<file path="src/rtl/core/fde_fifo.sv">
`timescale 1ns / 1ps
// ============================================================================
// fde_fifo
// Small synchronous queue built from registers, with an occupancy count.
// ============================================================================
module fde_fifo #(
    parameter int WIDTH = 16,
    parameter int DEPTH = 4
) (
    input  logic                       i_clk,
    input  logic                       i_rst_n,
    input  logic                       i_push,
    input  logic [WIDTH-1:0]           i_data,
    input  logic                       i_pop,
    output logic [WIDTH-1:0]           o_data,
    output logic                       o_empty,
    output logic                       o_full,
    output logic [$clog2(DEPTH+1)-1:0] o_count
);

    localparam int AW = $clog2(DEPTH);
    localparam int CW = $clog2(DEPTH + 1);

    logic [WIDTH-1:0] r_mem [DEPTH];
    logic [AW-1:0]    r_wp, r_rp;
    logic [CW-1:0]    r_cnt;
    logic             do_push, do_pop;

    assign o_full  = (r_cnt == CW'(DEPTH));
    assign o_empty = (r_cnt == '0);
    assign do_push = i_push && !o_full;
    assign do_pop  = i_pop && !o_empty;

    always_ff @(posedge i_clk) begin
        if (do_push) begin
            r_mem[r_wp] <= i_data;
        end
    end

    always_ff @(posedge i_clk) begin
        if (!i_rst_n) begin
            r_wp  <= '0;
            r_rp  <= '0;
            r_cnt <= '0;
        end else begin
            if (do_push) begin
                r_wp <= r_wp + AW'(1);
            end
            if (do_pop) begin
                r_rp <= r_rp + AW'(1);
            end
            if (do_push && !do_pop) begin
                r_cnt <= r_cnt + CW'(1);
            end else if (do_pop && !do_push) begin
                r_cnt <= r_cnt - CW'(1);
            end
        end
    end

    assign o_data  = r_mem[r_rp];
    assign o_count = r_cnt;

endmodule

</file>
<file path="config.mk">
export PLATFORM = sky130hd
export DESIGN_NAME = fde_fifo
export DESIGN_NICKNAME = d
export VERILOG_FILES = /design/src/rtl/core/fde_fifo.sv
export SDC_FILE = /design/constraint.sdc
export NUM_CORES = 1
export LEC_CHECK = 0
export BUFFER_PORTS_ARGS = -buffer_cell sky130_fd_sc_hd__buf_2
export CORE_MARGIN = 8
export CORE_UTILIZATION = 35
export CTS_CLUSTER_DIAMETER = 40
export DETAILED_ROUTE_END_ITERATION = 10
export GPL_TIMING_DRIVEN = 0
export PLACE_DENSITY = 0.58
export RECOVER_POWER = 50
export SLEW_MARGIN = 25
export SYNTH_ARGS = -nofsm -noshare
export SYNTH_HDL_FRONTEND = slang
export SYNTH_SLANG_ARGS = --single-unit
</file>
<file path="constraint.sdc">
create_clock -name i_clk -period 2.75 [get_ports i_clk]
set_clock_uncertainty 0.2 [all_clocks]
set_input_delay 0.275 -clock i_clk [delete_from_list [all_inputs] [get_ports i_clk]]
set_output_delay 0.275 -clock i_clk [all_outputs]
set_load 0.005 [all_outputs]
</file>
==> out/qor.yml <==
global_route:
  grt_max_degree: 17
  grt_overflow: 0
  grt_pass1_vias: 1649
  grt_usage: 0.09580
  grt_pass1_wl_um: 8190
  antenna_found_initial: 0
sta:
  rsz0062_at_grt: "false"
  max_freq_ghz: 0.3959
  fin_crit_ns: 2.526
  layout_setup_ws_ns: 0.2242
  setup_viol: 0
  final.setup.tns_ns: 0
  finalHoldViolCount: 0
  maxSlewViolCount: 0
  slew_headroom: 0.4112
  tightestPinTransition_ns: 0.8832
  fin_crit_sh: 0.9185
clock_network:
  clock_latency_ns: 0.33
  clock-root-buffer: "clkbuf_8"
  holdBufCountCts: 16
  cts_resized: 0
  cts_max_level: 3
  cts-buffers-inserted: 9
  clock-sinks: 73
  postCtsSetupRepairBufs: 0
  cts_tree: "yes"
  clk_pin_slew_ns: 0.08
  cts_buffer_depth: 2
detailed_routing:
  firstDrtPassIters: 4
  routedWlPerCell_um: 16.42
  via_count: 1418
  post-route-drc-count: 0
  ant_nets: 0
  drt_wl_total_um: 5007
  drt-initial-drc-count: 33
  via_per_inst: 4.649
synthesis:
  yosysMostFrequentCell: "edfxtp_1"
  syn-cell-area_um2: 2813
  synth_top_family_by_area: "multiplexers"
  synth_top_cell_area_share: 0.6833
  syn_inst: 132
  synth_fp_nets: 158
  synth-edff-count: 64
  async_reset_ff_frac: 0
  synth_area_leader_cell: "edfxtp_1"
  synth.avg_cell_area_um2: 21.31
  ys_ff_latch: 73
  synth_warnings: 0
  synth_commonest_cells: "edfxtp_1, mux4_2, dfxtp_1"
  synthFlopType: "edfxtp_1"
  synthMuxAreaShare: 0.1388
  synth_cell_types: 23
  synth_xor_area_frac: 0.01246
  ys_top_cells_by_area: "edfxtp_1, mux4_2, dfxtp_1, ha_1, and2_1"
  synth_compound_area_frac: 0.01201
  ys_seq_area_frac: 0.7473
  synth-simple-area-share: 0.03603
  synth_fa_ha_area_frac: 0.02936
critical_path:
  crit_arrival_ns: 2.05
  cp_max_fo: 10
  cp.buffers_inverters: 3
  cp-start-kind: "flip-flop"
  path_cells: "clkbuf_1 > buf_12 > mux4_2 > buf_2"
  critPathMaxStageDelay_ns: 0.51
  critPathCaptureType: "output pin"
  r2r_cells: 9
  crit_family: "buffers and inverters"
  criticalPathCategory: "reg2out"
  required_ns: 2.28
  path_depth: 4
  worst_path_max_delay_cell: "clkbuf_1"
status:
  status: "complete, no violations"
power:
  max-vdd-ir-drop_mv: 0.3961
  power_density_nw_per_um2: 883.7
  static-leakage-power_nw: 1.164
floorplan:
  start_util: 0.3621
  num_io_pins: 41
  die_h_um: 105.6
  fp.coreArea_um2: 7767
  die_w_um: 105.6
  fp.dieArea_um2: 11160
  rows: 32
finish:
  drive_gt1_frac: 0.2660
  fillers: 684
  diodes: 0
  multi_input_area_um2: 633.1
  nets: 224
  area_delta_synth_final_pct: 23.44
  ff_latch_area_um2: 2102
flow_run:
  maxCapViolCount: 0
place:
  io_buffers: 39
  place_hpwl_um: 3385
  gp_congestion: 0.6880
  dpl_worst_slack_ns: 0.3072
worst_hold_path:
  hold_depth: 3
  hp-class: "in2reg"
worst reg2reg max path: stages (launching register included):
cell	delay, ns
dfxtp_1	0.49
nor3b_1	0.11
nor2b_1	0.18
buf_6	0.15
ha_1	0.19
inv_1	0.06
fa_1	0.37
xor2_1	0.16
or3_1	0.30
a21boi_1	0.14
logic make-up (layout without fill, tap and decap cells):
family,Yosys count,in the layout
DFF,73,73
muxes,19,19
and+or+nand+nor,17,17
buffers and inverters,9,80
adders and majority gates,6,6
AOI/OAI and AO/OA,4,4
xor gates and xnor gates,4,4
stage by stage:
step	hold WS (ns)	util	total power [mW]	instances	instance area, µm²
after floorplan	0.1739	-	1.939	132	2813
after global placement	0.2736	0.4037	2.182	273	3136
after detailed placement	0.2958	0.4037	2.227	273	3136
after CTS	0.1206	0.4525	3.149	305	3515
after global routing	0.1691	0.4470	3.234	305	3472
final	0.1281	0.4470	3.068	305	3472
cell usage in the layout, fill, tap and decap left out, types with 2 or more instances in the layout:
master / count
mux2i_1: 3
bufinv_16: 2
ha_1: 5
and2_0: 3
xnor2_1: 3
nand2_1: 4
inv_1: 3
and2_1: 5
clkbuf_8: 9
edfxtp_1: 64
mux4_2: 16
buf_2: 21
nor2b_1: 2
dfxtp_1: 9
clkbuf_1: 23
dlygate4sd3_1: 16
clkinvlp_4: 3
sequential cells by signal, indices dropped and copies added, names as in the netlist, named ones only:
name	flops
o_count	3
r_rp	2
r_wp	2
r_mem	64
metal layers:
layer | track usage | part of all wire
met5 | 0 | 0
met4 | 0.05226 | 0.013
met3 | 0.02984 | 0.055
met2 | 0.1564 | 0.51
met1 | 0.1101 | 0.42
worst paths after layout:
check	start	slack, ns	end
worst min register to register	r_wp[0]$_SDFFE_PN0P_	0.32	r_wp[0]$_SDFFE_PN0P_
worst max register to register	o_count[0]$_SDFFE_PN0P_	0.33	o_count[2]$_SDFFE_PN0P_
worst max-delay path	flip-flop	0.22	o_data[3]
worst min-delay path	i_rst_n	0.13	r_wp[0]$_SDFFE_PN0P_
power breakdown:
group          leakage, nW  switching (mW)  internal (mW)
Sequential           0.661          0.0626           1.35
Clock               0.0991           0.390          0.514
Combinational        0.404           0.346          0.402
cell type report:
type	count	share of cell area
Sequential cell	73	0.6054
Multi-Input combinational cell	50	0.1823
Timing Repair Buffer	55	0.09514
Clock buffer	10	0.03676
Tap cell	102	0.03676
Clock inverter	6	0.02631
Buffer	6	0.01405
Inverter	3	0.003243
(Power assumes the default switching activity.)
