File: src/rtl/core/fde_pkg.sv
`timescale 1ns / 1ps
// ============================================================================
// fde_pkg
// Shared types, register codes and arithmetic helpers for the echo unit.
// ============================================================================
package fde_pkg;

    // Configuration port
    localparam int CFG_IDX_W = 2;
    localparam int CFG_DATA_W = 16;

    localparam logic [CFG_IDX_W-1:0] REG_LINE_LENGTH = 2'd0;
    localparam logic [CFG_IDX_W-1:0] REG_MIX_GAIN = 2'd1;
    localparam logic [CFG_IDX_W-1:0] REG_FEEDBACK_GAIN = 2'd2;

    // Line length register: holds up to 65536, so 17 bits always suffice
    localparam int LEN_W = 17;
    localparam int LEN_RESET = 24000;

    localparam logic [15:0] MIX_RESET = 16'd16384;
    localparam logic [16:0] MIX_FULL = 17'd32768;
    localparam logic [14:0] FB_RESET = 15'd16384;
    localparam logic [14:0] FB_MAX = 15'd32440;

    // Result queue
    localparam int OUT_DEPTH = 4;
    localparam int OUT_CNT_W = $clog2(OUT_DEPTH + 1);

    typedef struct packed {
        logic [15:0] mix;
        logic [14:0] fb;
    } t_gains;

    // Clamp a 19-bit signed value to the 16-bit full-scale range
    function automatic logic signed [15:0] sat16(input logic signed [18:0] v);
        logic signed [15:0] res;
        if (v > 19'sd32767) begin
            res = 16'sh7FFF;
        end else if (v < -19'sd32768) begin
            res = 16'sh8000;
        end else begin
            res = v[15:0];
        end
        return res;
    endfunction

endpackage

File: src/rtl/core/fde_front.sv
`timescale 1ns / 1ps
// ============================================================================
// fde_front
// Input side: takes samples, tags each with its delay-line position and
// advances the circular pointer.
// ============================================================================
module fde_front #(
    parameter int MAX_DELAY_SAMPLES = 32768
) (
    input  logic                                      i_clk,
    input  logic                                      i_rst_n,
    input  logic                                      i_push,
    input  logic signed [15:0]                        i_sample,
    input  logic [fde_pkg::LEN_W-1:0]                 i_len,
    input  logic                                      i_q_full,
    output logic                                      o_q_push,
    output logic [16+$clog2(MAX_DELAY_SAMPLES)-1:0]   o_q_data
);

    localparam int PW = $clog2(MAX_DELAY_SAMPLES);
    localparam int CW = (PW + 1 > fde_pkg::LEN_W) ? PW + 1 : fde_pkg::LEN_W;

    logic [PW-1:0] r_ptr, n_ptr;
    logic [PW:0]   ptr_inc;
    logic          accept, wrap;

    assign accept  = i_push && !i_q_full;
    assign ptr_inc = {1'b0, r_ptr} + (PW + 1)'(1);
    // Wrap once the next position reaches the length; a shortened line
    // still uses the current position once
    assign wrap    = (CW'(ptr_inc) >= CW'(i_len));
    assign n_ptr   = wrap ? '0 : ptr_inc[PW-1:0];

    always_ff @(posedge i_clk) begin
        if (!i_rst_n) begin
            r_ptr <= '0;
        end else if (accept) begin
            r_ptr <= n_ptr;
        end
    end

    assign o_q_push = accept;
    assign o_q_data = {i_sample, r_ptr};

endmodule

File: config.mk
export PLATFORM = sky130hd
export DESIGN_NAME = fde_front
export DESIGN_NICKNAME = d
export VERILOG_FILES = /design/src/rtl/core/fde_pkg.sv /design/src/rtl/core/fde_front.sv
export SDC_FILE = /design/constraint.sdc
export NUM_CORES = 1
export LEC_CHECK = 0
export BUFFER_PORTS_ARGS = -buffer_cell sky130_fd_sc_hd__buf_2
export CAP_MARGIN = 15
export CORE_MARGIN = 4
export CORE_UTILIZATION = 30
export DETAILED_ROUTE_END_ITERATION = 7
export GPL_TIMING_DRIVEN = 0
export HOLD_SLACK_MARGIN = 0.12
export PLACE_DENSITY_LB_ADDON = 0.08
export SYNTH_ARGS = -nofsm -noshare
export SYNTH_HDL_FRONTEND = slang
export SYNTH_SLANG_ARGS = --single-unit
File: constraint.sdc
create_clock -name i_clk -period 3.7 [get_ports i_clk]
set_input_delay 0.74 -clock i_clk [delete_from_list [all_inputs] [get_ports i_clk]]
set_output_delay 0.74 -clock i_clk [all_outputs]
set_load 0.01 [all_outputs]
==> impl_metrics.toml <==
[sta]
post-route-period-util = 0.9282
hold_viol_final = 0
finClkSkew_ps = 2.725
min_period_ps = 3434
setup_violations = 0
slew_headroom = 0.6809
drv_slew = 0
fin_ws_ps = 265.6
worst_pin_slew_ps = 478.6
fmax_mhz = 291.2

[setup_path]
cp-start-kind = "register"
path_cells = "ha_1, and3_1, nand2_1, nor2_1, nand2_1, xnor2_1, ha_1, a211oi_1, o32ai_1, nor3b_2, and2_1, and4_1, a221o_2"
cp.arrival_ps = 3580
crit_family = "simple AND/OR/NAND/NOR gates"
end_kind = "register"
crit_required_ps = 3840
critPathMaxStageDelay_ps = 460
critPathKind = "register to register"
crit_fanout = 7
critPathBufInv = 0
critPathSlowestCell = "dfxtp_1"

[synth]
synth.distinct_cells = 40
ys_seq_area_frac = 0.2067
syn_area_per_cell_sq_um = 8.254
ys_ff_latch = 15
syn_nets = 230
syn_area_sq_um = 1453
syn_inst = 176
synth_async_sr_flop_share = 0
synth-main-ff-cell = "dfxtp_1"
yosys_warnings = 0
synth_edf_count = 0

[routing]
num_vias = 1347
drt-initial-drc-count = 44
drtAntennaViolNets = 0
drc_errors = 0
vias_per_cell = 4.710
routedWlPerCell_microns = 12.53
firstDrtPassIters = 4
wl_mm = 3.585

[cts]
cts_hold_buf = 0
cts.reportedPaths.clkPinSlew_ps = 70
cts_made_buffers = 3
cts-root-buf = "clkbuf_8"
ctsHtreeMaxLevel = 1
ctsResizeCount = 0
postCtsSetupBuffers = 0
cts_num_sinks = 15
cts_tree = "done"
clockBufferDepth = 2
clk_latency_ps = 250

[floorplan]
chipHeight_microns = 77.59
core-area_sq_um = 4692
dieArea_sq_um = 6019
core.rowCount = 25
die_w_microns = 77.59
ios = 69
initial_core_util = 0.3096

[global_routing]
first_global_vias = 1285
grt_max_degree = 11
gr-usage-all-layers = 0.1218
antenna_found_initial = 0
overflow = 0
grt_pass1_wl_mm = 6.016

[place]
place_ws_ps = 250.8
io_buffer_count = 52
post-place-cells = 282
gp_congestion = 0.7134
placed_area_sq_um = 1780
place_hpwl_mm = 2.943

[layout]
areaGrowthSynthToFinish_pct = 26.44
layout_commonest_cell = "buf_2"
final_cell_mix = "buf_2 (53), inv_1 (18), ha_1 (17), buf_4 (16)"
top_regs = "r_ptr: 15 flops"
nNetsFinal = 287
stdcell_area_sq_um = 1837
largest_register_ffs = 15
antenna_cells = 0
drive_above_1_share = 0.4095
instances_no_fill = 286
filler_cell_count = 509
regMostFlops = "r_ptr"

[power]
total_power_uw = 387.4
leakage_nw = 0.9524
ir_drop_mv = 0.1524
p_per_area_nw_per_um2 = 210.9

[worst_hold_path]
hold_class = "register to register"

[run_status]
status = "finished, final reports clean"

[job]
max-cap-violations = 0
## per-stage QoR
stage	hold WS (ps)	util	TNS, ps
global placement	513.5	0.3795	0
global route	546.8	0.3915	-14.78
detailed placement	515.5	0.3795	0
finish	523.6	0.3915	0
floorplan	531.6	-	0
CTS	525.6	0.3893	0
## path summary, 6_finish.rpt
path              depth (start not counted)         to  slack [ps]  startpoint
setup / recovery                         13   r_ptr[9]         270    r_ptr[0]
hold / removal                            1  r_ptr[14]         520   r_ptr[14]
setup reg to reg                         13   r_ptr[9]         270    r_ptr[0]
hold reg to reg                           1  r_ptr[14]         520   r_ptr[14]
## power by group
part | total (mW) | switching [mW] | internal [mW] | leakage, nW
combinational | 0.0804 | 0.0393 | 0.0411 | 0.806
sequential | 0.167 | 0.00333 | 0.163 | 0.121
clock | 0.140 | 0.0657 | 0.0747 | 0.0255
total | 0.387 | 0.108 | 0.279 | 0.952
## logic make-up after synthesis
group                    Yosys count  share of synthesized area
multiplexers                       1                   0.006891
AND/OR/NAND/NOR                   59                     0.2257
AO/OA/AOI/OAI                     33                     0.1904
buffers and inverters             38                     0.1456
adder cells (fa/ha/maj)           17                     0.1464
XOR/XNOR                          13                    0.07838
flip-flops                        15                     0.2067
## cells in the mapped netlist, types with 2 or more instances
library cell | number | area, sq um
clkbuf_1 | 2 | 7.510
nand4_1 | 3 | 18.77
or3_4 | 2 | 22.52
o31ai_1 | 4 | 30.03
xnor2_1 | 10 | 87.58
and3_1 | 2 | 12.51
xor2_1 | 3 | 26.28
nor2_1 | 14 | 52.55
ha_1 | 17 | 212.7
nand2_1 | 15 | 56.30
a211oi_1 | 2 | 15.01
dfxtp_1 | 15 | 300.3
o21ai_0 | 4 | 20.02
and4_1 | 2 | 17.52
nand3_1 | 9 | 45.04
a22o_2 | 9 | 90.09
inv_1 | 18 | 67.56
buf_4 | 16 | 120.1
a21oi_1 | 5 | 25.02
nor2b_1 | 2 | 12.51
and2_1 | 3 | 18.77
## cell type report
class | count | area (sq um) | area share
buffer | 20 | 143.9 | 0.07834
clock buffer | 3 | 41.29 | 0.02248
clock inverter | 1 | 5.005 | 0.002725
inverter | 18 | 67.56 | 0.03678
multi-input combinational | 123 | 950.9 | 0.5177
sequential | 15 | 300.3 | 0.1635
tap | 54 | 67.56 | 0.03678
timing repair buffer | 52 | 260.3 | 0.1417
## metal layers
| metal | wire length (microns) | global-route usage | up-vias |
|---|---|---|---|
| met5 | 0 | 0 | - |
| met4 | 19 | 0.02135 | 0 |
| met3 | 232 | 0.03364 | 2 |
| met2 | 1539 | 0.1892 | 45 |
| met1 | 1793 | 0.1691 | 584 |
| li1 | - | - | 716 |
Note: power is estimated with default switching activity, not from simulation.
